--- src/hdl/sorted_unique_set_table_assert.svh ---
// Assertion macros used by the sorted unique set table RTL.
// Each macro expects clk and rst_n to be visible in the using module.
`ifndef SORTED_UNIQUE_SET_TABLE_ASSERT_SVH
`define SORTED_UNIQUE_SET_TABLE_ASSERT_SVH

// The consequent must hold in the same cycle as the antecedent.
`define SUTS_ASSERT_IMP(lbl, ante, cons) \
  lbl: assert property (@(posedge clk) disable iff (!rst_n) (ante) |-> (cons)) \
    else $error("sorted_unique_set_table: same-cycle check failed");

// The consequent must hold in the cycle after the antecedent.
`define SUTS_ASSERT_NXT(lbl, ante, cons) \
  lbl: assert property (@(posedge clk) disable iff (!rst_n) (ante) |=> (cons)) \
    else $error("sorted_unique_set_table: next-cycle check failed");

`endif

--- src/hdl/suts_pkg.sv ---
// Package for the sorted unique set table: sizes and the cell interface types.
// Used by suts_cell, suts_enc and sorted_unique_set_table; depends on nothing.
`timescale 1ns / 1ps

package suts_pkg;

  localparam int CAPACITY  = 64;
  localparam int KEY_WIDTH = 32;
  localparam int IN_KEY_W  = 32;
  localparam int CNT_W     = $clog2(CAPACITY + 1);
  localparam int POS_W     = 7;

  localparam logic MODE_INSERT = 1'b0;
  localparam logic MODE_LOOKUP = 1'b1;

  typedef struct packed {
    logic                 shift_en;
    logic [KEY_WIDTH-1:0] key;
  } cell_bcast_t;

  typedef struct packed {
    logic lt;
    logic hit;
  } cell_stat_t;

  typedef struct packed {
    logic             found;
    logic [CNT_W-1:0] position;
  } enc_res_t;

endpackage

--- src/hdl/suts_cell.sv ---
// One slot of the sorted key row: holds a key, compares it with the request key
// and takes its left neighbor's key or the request key on an insert. Uses suts_pkg.
`timescale 1ns / 1ps

module suts_cell (
  input  logic                          clk,
  input  suts_pkg::cell_bcast_t         bcast,
  input  logic                          occ,
  input  logic                          left_lt,
  input  logic [suts_pkg::KEY_WIDTH-1:0] left_key,
  output suts_pkg::cell_stat_t          stat,
  output logic [suts_pkg::KEY_WIDTH-1:0] key_q
);

  logic [suts_pkg::KEY_WIDTH-1:0] key_r;
  logic [suts_pkg::KEY_WIDTH-1:0] key_nxt;
  logic                           lt;

  assign lt       = occ && (key_r < bcast.key);
  assign stat.lt  = lt;
  assign stat.hit = occ && (key_r == bcast.key);
  assign key_q    = key_r;
  assign key_nxt  = left_lt ? bcast.key : left_key;

  always_ff @(posedge clk) begin
    if (bcast.shift_en && !lt) begin
      key_r <= key_nxt;
    end
  end

endmodule

--- config.mk ---
export PLATFORM = sky130hd
export DESIGN_NAME = suts_cell
export DESIGN_NICKNAME = d
export VERILOG_FILES = /design/src/hdl/sorted_unique_set_table_assert.svh /design/src/hdl/suts_pkg.sv /design/src/hdl/suts_cell.sv
export SDC_FILE = /design/constraint.sdc
export NUM_CORES = 1
export LEC_CHECK = 0
export ABC_AREA = 1
export ABC_CLOCK_PERIOD_IN_PS = 3700
export BUFFER_PORTS_ARGS = -buffer_cell sky130_fd_sc_hd__clkbuf_2
export CORE_ASPECT_RATIO = 1.1
export CORE_MARGIN = 2
export CORE_UTILIZATION = 50
export CTS_BUF_LIST = sky130_fd_sc_hd__clkbuf_4
export DETAILED_ROUTE_END_ITERATION = 10
export PLACE_DENSITY = 0.85
export SETUP_SLACK_MARGIN = 0.4
export SLEW_MARGIN = 20
export SYNTH_ARGS = -nofsm -noshare
export SYNTH_HDL_FRONTEND = slang
export SYNTH_SLANG_ARGS = --single-unit
export TNS_END_PERCENT = 50
--- constraint.sdc ---
create_clock -name clk -period 3.7 [get_ports clk]
set_input_delay 0.185 -clock clk [delete_from_list [all_inputs] [get_ports clk]]
set_output_delay 0.185 -clock clk [all_outputs]
set_load 0.005 [all_outputs]
## Yosys cells after proc, flatten, opt, wreduce, memory -nomap -nowiden

Cells that the tools add are included.

| word-level totals | value |
|---|---|
| bits in registers | 32 |
| input port bits | 68 |
| output and inout bits | 34 |

| operators by class | value |
|---|---|
| $lt $le $gt $ge | 1 |
| equal/unequal tests | 1 |
| mux-type cells | 1 |
| reductions and logical operators | 4 |

Operators by type and width:

| operator | count |
|---|---|
| $eq A32 B32 Y1 | 1 |
| $lt A32 B32 Y1 | 1 |
| $mux W32 | 1 |
| $logic_and A1 B1 Y1 | 3 |
| $logic_not A1 Y1 | 1 |

## Longest topological paths before layout

| depth | value |
|---|---|
| word-level depth | 4 |
| depth in mapped cells | 14 |
| gate-level depth less buffers | 13 |

## Worst setup path after synthesis

OpenSTA, ideal clock, no wires.

| timing path | value |
|---|---|
| path kind | register to register |
| start | reg key_r, in the netlist key_q[23] |
| end | reg key_r, in the netlist key_q[0], enable pin |
| arrival time | 2099 ps |
| slack | 1201 ps |
| stages on the path, launching flop included | 8 |
| path buffers | 0 |
| cell sequence | edfxtp_1 ha_1 nand2_2 nor2_4 nand4_2 nor2_2 nand2_1 a21oi_2 |

| on the way | value |
|---|---|
| word-level cells in the longest chain between the ends | 4 |

RTL lines:

| element | RTL line | RTL |
|---|---|---|
| start, declared | suts_cell.sv:15 | `logic [suts_pkg::KEY_WIDTH-1:0] key_r;` |
| start signal, assigned | suts_cell.sv:27 | `key_r <= key_nxt;` |
| $lt A32 B32 Y1 | suts_cell.sv:19 | `assign lt = occ && (key_r < bcast.key);` |
| $logic_and A1 B1 Y1 | suts_cell.sv:19 |  |
| $logic_not A1 Y1 | suts_cell.sv:26 | `if (bcast.shift_en && !lt) begin` |
| $logic_and A1 B1 Y1 | suts_cell.sv:26 |  |

Every way passes these cells.
A chain may end at the register's enable or synchronous reset.

## Worst setup path after layout

| timing path | value |
|---|---|
| start | reg key_r, in the netlist key_q[11] |
| end | reg key_r, in the netlist key_q[2], enable pin |

The elaborated chain is that of the path after synthesis.

==> Flow_metrics.wiki <==
{| class="wikitable"
! Metric !! Value
|-
| Number of maximum-capacitance constraint violations || 0
|-
| Critical Path Source Type || flop
|-
| Share of total power in the clock network || 23.1%
|-
| Max reg flops || 32
|-
| WHS || 0.166 ns
|-
| Worst vdd ir || ~0.00025 V
|-
| Area post-placement || 2740 sq um
|-
| Setup repair after global routing missed its margin || false
|-
| Net Count, Synth || 347
|-
| Clk Latency, worst-skew pair || 0.33 ns
|-
| Clock tree from TritonCTS || built
|-
| Routed len/inst || about 11 um
|-
| Largest fanout on the critical path || 32
|-
| Outcome || completed
|-
| Dpl ws || 1.21 ns
|-
| CTS Hold Buffers Added || 0
|-
| Startpoint of the worst register-to-register path || key_q[11]
|-
| Pin slew with the least headroom to its limit || 1.02 ns
|-
| Internal Pwr Total || 0.623 mW
|-
| Slack of the critical path || 1.26 ns
|-
| Synth-to-Final Area Change || 27.4%
|-
| Maximum count of clock buffers along a single path || 2
|-
| WHS Endpoint || key_q[27]
|-
| Min Clock Period, post-route || 2.44 ns
|-
| Fraction of the yosys area taken by sequential cells || between 40% and 50%
|-
| I/O Buffers || between 100 and 150
|-
| Per-instance average area after synthesis || 8.88 sq um
|-
| Root Buffer || sky130_fd_sc_hd__clkbuf_4
|-
| Register share of total power || between 50% and 60%
|-
| Synth Register Bits || 32
|-
| Switching component of the power || around 0.25 mW
|-
| Die W || 67.2 um
|-
| Via count of the first global-routing pass || between 1500 and 2000
|-
| Most common cell after layout, fill and taps aside || sky130_fd_sc_hd__clkbuf_2
|-
| Reg-to-Reg End || key_q[2]
|-
| Number of antenna violations at the first check in global routing || 0
|-
| Filler cells || 388
|-
| Highest Clock Rate || 0.410 GHz
|-
| DIE HEIGHT || 73.5 um
|-
| Type of element capturing the critical path || flop
|-
| Normalized max-slew margin || between 30% and 40%
|-
| Depth of the CTS H-tree || 2
|-
| Worst Hold Launch || left_key[27]
|-
| TritonCTS Sinks || 32
|-
| I/O pin count || between 100 and 150
|-
| Post-Syn Area || between 2000 and 2500 sq um
|-
| Via count || just under 2000
|-
| Average via count per standard cell || 4.87
|-
| Number of standard cells after synthesis || 247
|-
| Part of the total power dissipated in combinational logic || 25.0%
|-
| Antenna Nets Post-Route || 0
|-
| HPWL Detailed || 3760 um
|-
| Total wire length || 4560 um
|-
| Layout cells sized above 1 || 34.7%
|-
| Die Area || 4930 sq um
|-
| Number of gates resized after CTS || 0
|-
| Fraction of power spent switching nets || between 20% and 30%
|-
| Overall power after layout || 0.869 mW
|-
| Clk_skew || 0.00554 ns
|-
| Number of setup violations in the final report || 0
|-
| Cell variety after synth || 24
|-
| Layout Nets || 448
|-
| Cts bufs inserted || 5
|-
| Number of cells on the worst hold path || 3
|-
| Setup slack of the worst register-to-register path || roughly 1.3 ns
|-
| Weighted congestion reported at the end of routability-driven placement || around 0.73
|-
| Worst endpoint data arrival time || roughly 2.4 ns
|-
| Number of remaining DRC errors || 0
|-
| Ant diodes || 0
|-
| Areal power density over the cells || 311 nW/um^2
|-
| Commonest non-fill, non-tap cells in the layout || sky130_fd_sc_hd__clkbuf_2, sky130_fd_sc_hd__a21oi_1, sky130_fd_sc_hd__inv_1
|-
| Clock slew at the register clock pins of the worst setup and hold paths || roughly 0.1 ns
|-
| Fin crit share || 65.9%
|-
| Data required time of the worst path || between 3 and 4 ns
|-
| Total congestion overflow after global routing || 0
|-
| Buffers inserted by post-CTS timing repair || 0
|-
| Area of the core || between 4000 and 5000 sq um
|-
| Number of hold violations in the final report || 0
|-
| Iteration-0 DRC Markers || 36
|-
| Syn. warnings || 0
|-
| Worst min path class || in2reg
|-
| Fin Setup TNS || 0 ns
|-
| GRT Total Usage || 19.1%
|-
| First-pass DRT Iterations || 4
|-
| Largest net degree at the start of global routing || 34
|-
| Leakage power || between 1 and 1.5 nW
|-
| Startpoint-to-endpoint class of the critical path || reg2reg
|-
| Pins Over Slew Limit || 0
|-
| Effective utilization at floorplan || 51.6%
|-
| First-pass GRT wire length || 7160 um
|-
| Final cell area excluding filler cells || 2800 sq um
|-
| Standard-cell rows || 25
|-
| Reg2Reg Depth || 7
|}
-- stage by stage --
| step | cells | utilization (%) |
|---|---|---|
| floorplan | 247 | - |
| global placement | 395 | 64.4 |
| detailed placement | 395 | 64.4 |
| CTS | 403 | 65.7 |
| global route | 403 | 65.7 |
| finish | 403 | 65.7 |
-- worst max-delay path, cell delays in order, from the launching register on --
cell and delay [ns]:
sky130_fd_sc_hd__edfxtp_1 0.41, sky130_fd_sc_hd__ha_1 0.33, sky130_fd_sc_hd__nand4_1 0.12, sky130_fd_sc_hd__nor3_2 0.16, sky130_fd_sc_hd__nand2_1 0.07, sky130_fd_sc_hd__nand2_1 0.06
sky130_fd_sc_hd__nand2_1 0.09, sky130_fd_sc_hd__a21oi_4 0.81
-- cells in the mapped netlist --
master                     instances  share of area (%)
sky130_fd_sc_hd__a21o_1            1               0.34
sky130_fd_sc_hd__a21oi_1          43                9.8
sky130_fd_sc_hd__a21oi_2           2               0.80
sky130_fd_sc_hd__and2_1            1               0.29
sky130_fd_sc_hd__buf_2             7                1.6
sky130_fd_sc_hd__buf_4             1               0.34
sky130_fd_sc_hd__edfxtp_1         32                 44
sky130_fd_sc_hd__ha_1             32                 18
sky130_fd_sc_hd__inv_1            40                6.8
sky130_fd_sc_hd__mux2_2            1               0.51
sky130_fd_sc_hd__nand2_1          32                5.5
sky130_fd_sc_hd__nand2_2           3               0.86
sky130_fd_sc_hd__nand3_1           1               0.23
sky130_fd_sc_hd__nand3b_1          1               0.34
sky130_fd_sc_hd__nand4_1           2               0.57
sky130_fd_sc_hd__nand4_2           1               0.57
sky130_fd_sc_hd__nor2_1           38                6.5
sky130_fd_sc_hd__nor2_2            3               0.86
sky130_fd_sc_hd__nor2_4            1               0.51
sky130_fd_sc_hd__nor3_1            1               0.23
sky130_fd_sc_hd__nor3_2            1               0.46
sky130_fd_sc_hd__o21a_1            1               0.34
sky130_fd_sc_hd__o21ai_0           1               0.23
sky130_fd_sc_hd__o21ai_1           1               0.23
-- power groups by stage --
stage | combinational [mW] | sequential [mW] | clock [mW]
final | 0.218 | 0.451 | 0.201
after CTS | 0.222 | 0.451 | 0.209
after global routing | 0.249 | 0.454 | 0.224
after floorplan | 0.128 | 0.460 | 0
after detailed placement | 0.219 | 0.460 | 0
after global placement | 0.214 | 0.457 | 0
-- routing by layer --
layer / up-vias / track usage (%) / routed length (um)
li1: 1024 / - / -
met1: 858 / 21.5 / 1900
met2: 69 / 33.7 / 2270
met3: 10 / 5.21 / 301
met4: 0 / 7.94 / 84
met5: - / 0 / 0
-- worst max-delay path by stage --
stage | from | end | slack (ns) | cells past startpoint
2_1_floorplan | key_q[23] | key_q[0] | 1.20 | 7
3_3_place_gp | key_q[7] | key_q[28] | 1.25 | 9
3_5_place_dp | key_q[7] | key_q[6] | 1.21 | 9
4_1_cts | key_q[7] | key_q[21] | 1.20 | 9
5_1_grt | key_q[10] | key_q[9] | 1.08 | 7
6_report | key_q[11] | key_q[2] | 1.26 | 7
-- cell families after synthesis --
family	synth area share, %
AOI/OAI and AO/OA	11.8
adders and majority gates	18.3
buffers and inverters	8.78
DFF	43.8
muxes	0.513
and+or+nand+nor	16.9
-- final cells by class --
| type | count | area, sq um | share of cell area, % |
|---|---|---|---|
| Tap cell | 54 | 67.6 | 2.42 |
| Multi-Input combinational cell | 167 | 1050 | 37.5 |
| Inverter | 40 | 150 | 5.37 |
| Sequential cell | 32 | 961 | 34.4 |
| Clock inverter | 1 | 3.75 | 0.134 |
| Timing Repair Buffer | 102 | 513 | 18.4 |
| Clock buffer | 7 | 52.6 | 1.88 |
(Power assumes the default switching activity.)
