File: src/hdl/sorted_unique_set_table_assert.svh
// Assertion macros used by the sorted unique set table RTL.
// Each macro expects clk and rst_n to be visible in the using module.
`ifndef SORTED_UNIQUE_SET_TABLE_ASSERT_SVH
`define SORTED_UNIQUE_SET_TABLE_ASSERT_SVH

// The consequent must hold in the same cycle as the antecedent.
`define SUTS_ASSERT_IMP(lbl, ante, cons) \
  lbl: assert property (@(posedge clk) disable iff (!rst_n) (ante) |-> (cons)) \
    else $error("sorted_unique_set_table: same-cycle check failed");

// The consequent must hold in the cycle after the antecedent.
`define SUTS_ASSERT_NXT(lbl, ante, cons) \
  lbl: assert property (@(posedge clk) disable iff (!rst_n) (ante) |=> (cons)) \
    else $error("sorted_unique_set_table: next-cycle check failed");

`endif

File: src/hdl/suts_pkg.sv
// Package for the sorted unique set table: sizes and the cell interface types.
// Used by suts_cell, suts_enc and sorted_unique_set_table; depends on nothing.
`timescale 1ns / 1ps

package suts_pkg;

  localparam int CAPACITY  = 64;
  localparam int KEY_WIDTH = 32;
  localparam int IN_KEY_W  = 32;
  localparam int CNT_W     = $clog2(CAPACITY + 1);
  localparam int POS_W     = 7;

  localparam logic MODE_INSERT = 1'b0;
  localparam logic MODE_LOOKUP = 1'b1;

  typedef struct packed {
    logic                 shift_en;
    logic [KEY_WIDTH-1:0] key;
  } cell_bcast_t;

  typedef struct packed {
    logic lt;
    logic hit;
  } cell_stat_t;

  typedef struct packed {
    logic             found;
    logic [CNT_W-1:0] position;
  } enc_res_t;

endpackage

File: src/hdl/suts_enc.sv
// Turns the row's less-than and hit flags into the lower-bound position and
// the found flag. Uses suts_pkg.
`timescale 1ns / 1ps

module suts_enc (
  input  logic [suts_pkg::CAPACITY-1:0] lt_vec,
  input  logic [suts_pkg::CAPACITY-1:0] hit_vec,
  output suts_pkg::enc_res_t            res
);

  logic [suts_pkg::CAPACITY:0] boundary;

  always_comb begin
    boundary[0] = !lt_vec[0];
    for (int i = 1; i < suts_pkg::CAPACITY; i++) begin
      boundary[i] = lt_vec[i-1] && !lt_vec[i];
    end
    boundary[suts_pkg::CAPACITY] = lt_vec[suts_pkg::CAPACITY-1];
  end

  always_comb begin
    res = '0;
    for (int i = 0; i <= suts_pkg::CAPACITY; i++) begin
      if (boundary[i]) begin
        res.position = res.position | suts_pkg::CNT_W'(i);
      end
    end
    for (int i = 0; i < suts_pkg::CAPACITY; i++) begin
      res.found = res.found | (boundary[i] && hit_vec[i]);
    end
  end

endmodule
File: config.mk
export PLATFORM = sky130hd
export DESIGN_NAME = suts_enc
export DESIGN_NICKNAME = d
export VERILOG_FILES = /design/src/hdl/sorted_unique_set_table_assert.svh /design/src/hdl/suts_pkg.sv /design/src/hdl/suts_enc.sv
export SDC_FILE = /design/constraint.sdc
export NUM_CORES = 1
export LEC_CHECK = 0
export CAP_MARGIN = 25
export CORE_MARGIN = 10
export CORE_UTILIZATION = 45
export DETAILED_ROUTE_END_ITERATION = 10
export DONT_BUFFER_PORTS = 1
export PLACE_DENSITY_LB_ADDON = 0.25
export SETUP_SLACK_MARGIN = 0.4
export SYNTH_ARGS = -nofsm -noshare
export SYNTH_HDL_FRONTEND = slang
export SYNTH_SLANG_ARGS = --single-unit
File: constraint.sdc
create_clock -name vclk -period 1.75
set_clock_uncertainty 0.15 [all_clocks]
set_input_delay 0.2625 -clock vclk [all_inputs]
set_output_delay 0.2625 -clock vclk [all_outputs]
set_load 0.1 [all_outputs]
**Word level (Yosys, flattened, before mapping)**

Index checks and enable logic that the tools add are counted.

- Mux-type cells: 64
- Bitwise operators: 63
- Reduce and logical (&&, ||, !) cells: 191

Operators with widths:

| cell | count |
|---|---|
| 2-to-1 mux 6 bit | 32 |
| logical AND 1 bit | 127 |
| 2-to-1 mux 5 bit | 16 |
| zero test 1 bit | 64 |
| bitwise OR 1 bit | 63 |
| 2-to-1 mux 4 bit | 8 |
| 2-to-1 mux 3 bit | 4 |
| 2-to-1 mux 7 bit | 1 |
| 2-to-1 mux 2 bit | 2 |
| 2-to-1 mux 1 bit | 1 |

- Flip-flop bits (word level): 0
- Bits of input ports: 128
- Logic and storage cells: 318

**Depth between registers and ports, before layout**

Gate-level depths: netlist of run 1.

- Depth in word-level cells: 66
- Mapped depth: 5

**Worst setup path after synthesis of run 1**

Ideal clock, no wire load.

- Kind: input-to-output
- Start point: input port lt_vec[61] (netlist name)
- End point: output port res[5] (netlist name)
- Arrival time: 2.140 ns
- Setup slack: -0.803 ns
- Stages on the path: 4
- Buffers on the path: 0
- Path through: nor2b_1 > or4_4 > nor4b_4 > nand4_1

RTL lines:

| what | line | RTL |
|---|---|---|
| from (decl) | suts_enc.sv:6 | `input logic [suts_pkg::CAPACITY-1:0] lt_vec,` |
| to (decl) | suts_enc.sv:8 | `output suts_pkg::enc_res_t res` |

==> results of run 1 <==
[report_power, final]
| part | total (mW) | switching [mW] | internal (mW) |
|---|---|---|---|
| Clock | 0 | 0 | 0 |
| Sequential | 0 | 0 | 0 |
| Combinational | 0.424 | 0.198 | 0.226 |
| Total | 0.424 | 0.198 | 0.226 |
[routing by layer]
metal / up-vias / routed length, um / global-route usage, %
li1: 775 / - / -
met5: - / 0 / 0
met3: 32 / 1110 / 9.27
met2: 182 / 3620 / 46.3
met4: 0 / 259 / 4.66
met1: 856 / 2290 / 26.2
[Yosys cell counts, types with 2 or more instances]
cell type	instances
a21oi_1	4
a22o_1	3
a22oi_1	15
a32oi_1	7
and3_1	2
inv_1	15
nand2_1	14
nand2b_1	6
nand3_1	5
nand4_1	6
nand4b_1	2
nor2_1	7
nor2b_1	47
nor3_1	2
nor4_1	16
o211ai_1	2
o21ai_0	3
or4_1	2
[through the flow]
stage,power (mW),cells,setup WS (ns)
detailed placement,0.333,248,-0.298
finish,0.424,255,-0.256
CTS,0.364,251,-0.272
global route,0.445,255,-0.338
global placement,0.331,248,-0.293
floorplan,0.212,175,-0.745
[area by class of cell]
| class | instances | share of cell area (%) |
|---|---|---|
| Multi-Input combinational cell | 159 | 69.9 |
| Inverter | 15 | 3.07 |
| Tap cell | 28 | 1.83 |
| Timing Repair Buffer | 53 | 25.2 |
[cell families after synthesis]
family | after synthesis | share of synthesized area, %
AND/OR/NAND/NOR | 119 | 67.1
buffers and inverters | 16 | 5.76
AO/OA/AOI/OAI | 40 | 27.1
[worst paths after layout]
path,from,end,cells past startpoint
setup / recovery,lt_vec[57],res[5],5
hold / removal,lt_vec[63],res[6],0
[timing repair]
| item | in CTS | in global routing |
|---|---|---|
| pin swaps | 13 | 23 |
| endpoints found under the setup margin | 7 | 7 |
| resized for setup | 22 | 28 |
| gates cloned | 0 | 0 |
| buffers inserted | 3 | 4 |
==> flow_metrics.tcl, run 1 <==
set metrics [dict create \
    syn-num-nets 303 \
    n_antenna_cell 0 \
    cp_top_family "simple AND/OR/NAND/NOR gates" \
    p_leak_nw 0.820 \
    max_freq_ghz 0.498 \
    via_per_inst 7.24 \
    status "complete, but fails checks" \
    n_fill_cell 150 \
    start_util_pct 48.7 \
    postSynthAreaPerCell_um2 6.33 \
    rows 17 \
    grtUsageTotal_pct 25.1 \
    fin_util_pct 84.2 \
    synth.area.top_cells "nor2b_1 27%, a22oi_1 10%, nor4_1 9.0%" \
    slowest_stage "or4_4" \
    ys_types 35 \
    final_common_cell "buf_4" \
    worst_slew_pin_slew_ns 0.493 \
    synth_area_um2 1110 \
    end_kind "primary output" \
    power_density_nw_per_um2 221 \
    gp_congestion 1.00 \
    seqCellArea_um2 0 \
    irDropWorstVdd_uv 164 \
    die-area_um2 4840 \
    timing_hold_violations_final 0 \
    worstPathCellList "nor2b_4 -> or4_4 -> nor4b_4 -> nand4_1 -> buf_12" \
    grt_setup_unrepaired "true" \
    multi_input_area_um2 1340 \
    layout.nets 357 \
    antenna_left 0 \
    violations "setup timing" \
    ys_warn_count 0 \
    vias 1845 \
    setup_ws_ns -0.256 \
    final_cell_mix "42 x buf_4, 31 x nor2b_1, 16 x nor2b_4" \
    stdcell_area_um2 1920 \
    wl_per_cell_um 28.5 \
    ios 136 \
    nClkBuffers 0 \
    whs_ns 0.376 \
    finalSetupViolations 7 \
    die_h_um 69.6 \
    n_sequential_cell 0 \
    arrival_ns 1.59 \
    crit_buf_inv 1 \
    slew_viol_final 0 \
    antenna_found_initial 0 \
    drive_gt1_share_pct 43.2 \
    synth_top_area_share_pct 26.6 \
    drt-initial-drc-count 174 \
    grt_max_degree 6 \
    port_buffers 0 \
    routed_wl_um 7280 \
    slew_headroom_pct 66.8 \
    die_w_um 69.6 \
    start_kind "input port" \
    ctsHoldBuffers 0 \
    placed_area_um2 1630 \
    synth_seq_area_share_pct 0 \
    synth_cells 175 \
    hpwlAfterDp_um 6030 \
    worstPathRequired_ns 1.34 \
    fin_crit_ns 2.01 \
    first_global_vias 1938 \
    setup_tns_ns -1.42 \
    critical_path.max_stage_delay_ns 0.56 \
    grt_first_pass_wirelength_um 10200 \
    min_path_type "input port to primary output" \
    coreArea_um2 2280 \
    gr-total-overflow 0 \
    cap_violations 0 \
    cp_max_fo 2 \
    drtPass1Iterations 5 \
    criticalPathCategory "input port to primary output" \
    drc 0 \
    synth.largest_area_cell "nor2b_1" \
    syn_to_final_growth_pct 73.0 \
    fin_crit_sh_pct 115 \
]
Note: power is estimated with default switching activity, not from simulation.
==> run 2: changes to the inputs <==
--- a/config.mk
+++ b/config.mk
@@ -11,7 +11,7 @@
 export DETAILED_ROUTE_END_ITERATION = 10
 export DONT_BUFFER_PORTS = 1
 export PLACE_DENSITY_LB_ADDON = 0.25
-export SETUP_SLACK_MARGIN = 0.4
+export RECOVER_POWER = 50
 export SYNTH_ARGS = -nofsm -noshare
 export SYNTH_HDL_FRONTEND = slang
 export SYNTH_SLANG_ARGS = --single-unit
==> run 2 against run 1 <==
  * The run still ends with setup timing left
  * Via count is 5.3% lower
  * Sequential share of layout area stayed put
  * Wire length is 0.45% higher
  * Power is 0.22% lower
  * Utilization is 0.27 points higher
  * Setup slack worse by 0.12 ns
  * Flip-flop and latch count stayed put
  * Die area stayed put
  * Final cell count is 2.4% lower
  * First-iteration DRC count is 4.0% lower
  * Largest power group unchanged
==> flow_metrics.tcl, run 2 (synthesis gave the netlist of run 1 again) <==
set metrics [dict create \
    end_kind "primary output" \
    status "complete, but fails checks" \
    violations "setup timing" \
    start_kind "input port" \
    cp_max_fo 3 \
    grt_setup_unrepaired "true" \
    routed_wl_um 7310 \
    die_h_um 69.6 \
    via_per_inst 7.02 \
    worst_slew_pin_slew_ns 0.434 \
    min_path_type "input port to primary output" \
    placed_area_um2 1610 \
    worstPathRequired_ns 1.34 \
    n_sequential_cell 0 \
    grt_first_pass_wirelength_um 10400 \
    setup_ws_ns -0.374 \
    arrival_ns 1.71 \
    syn_to_final_growth_pct 73.6 \
    drt-initial-drc-count 167 \
    placed_cells 245 \
    cap_violations 0 \
    hpwlAfterDp_um 5980 \
    final_cells 249 \
    nClkBuffers 0 \
    die_w_um 69.6 \
    port_buffers 0 \
    coreArea_um2 2280 \
    irDropWorstVdd_uv 170 \
    fin_crit_sh_pct 121 \
    rows 17 \
    setup_tns_ns -1.77 \
    final_common_cell "buf_4" \
    drtPass1Iterations 4 \
    slew_headroom_pct 70.9 \
    finalSetupViolations 7 \
    power_density_nw_per_um2 220 \
    p_leak_nw 0.792 \
    timing_hold_violations_final 0 \
    n_antenna_cell 0 \
    gp_congestion 0.970 \
    seqCellArea_um2 0 \
    max_freq_ghz 0.471 \
    ios 136 \
    wl_per_cell_um 29.4 \
    criticalPathCategory "input port to primary output" \
    vias 1748 \
    grt_max_degree 6 \
    layout.nets 351 \
    final_cell_mix "36 x buf_4, 32 x nor2b_1, 14 x inv_1, 14 x nor2b_4, 13 x nand2_1" \
    slew_viol_final 0 \
    fin_crit_ns 2.12 \
    dp_slack_ns -0.366 \
    grtUsageTotal_pct 25.9 \
    drc 0 \
    start_util_pct 48.7 \
    ctsHoldBuffers 0 \
    stdcell_area_um2 1920 \
    gr-total-overflow 0 \
    antenna_left 0 \
    first_global_vias 1921 \
    antenna_found_initial 0 \
    drive_gt1_share_pct 44.8 \
    die-area_um2 4840 \
]
## run 2: repair_timing
| action | CTS | global route |
|---|---|---|
| endpoints found under the setup margin | 7 | 7 |
| cloned | 0 | 0 |
| buffers inserted | 3 | 1 |
| gates resized for setup | 30 | 30 |
| pin swaps | 15 | 13 |
## run 2: where the power goes
part / total, mW / leakage, nW / internal, mW / switching [mW]
Clock: 0 / 0 / 0 / 0
Sequential: 0 / 0 / 0 / 0
Combinational: 0.423 / 0.792 / 0.221 / 0.202
Total: 0.423 / 0.792 / 0.221 / 0.202
## run 2: area by class of cell
class,instances,area [um2]
inverter,15,68.8
timing repair buffer,47,438
multi-input combinational,159,1380
tap,28,35.0
fill,145,354
## run 2: final timing paths
check	from	endpoint	slack (ns)	cells after the start
setup / recovery	lt_vec[28]	res[0]	-0.37	6
hold / removal	lt_vec[63]	res[6]	0.38	0
## run 2: per-stage QoR
stage                     total power, mW  hold slack [ns]  util [%]
after floorplan                     0.212            0.587         -
after global placement              0.323            0.377      70.6
after detailed placement            0.325            0.377      70.6
after CTS                           0.365            0.377      77.4
after global routing                0.446            0.376      84.4
final                               0.423            0.376      84.4
## run 2: critical path: stages
cell     delay [ns]
nor2b_1        0.15
nor4_1         0.26
nand2_1        0.15
nor4_4         0.46
nand4_1        0.19
buf_6          0.23
## run 2: metal layers
layer  vias up  share of wire (%)  GRT usage, %
met5         -                  0             0
met4         0                2.8          7.10
met3        22                 13          9.13
met2       165                 51          47.0
met1       794                 34          27.3
li1        767                  -             -
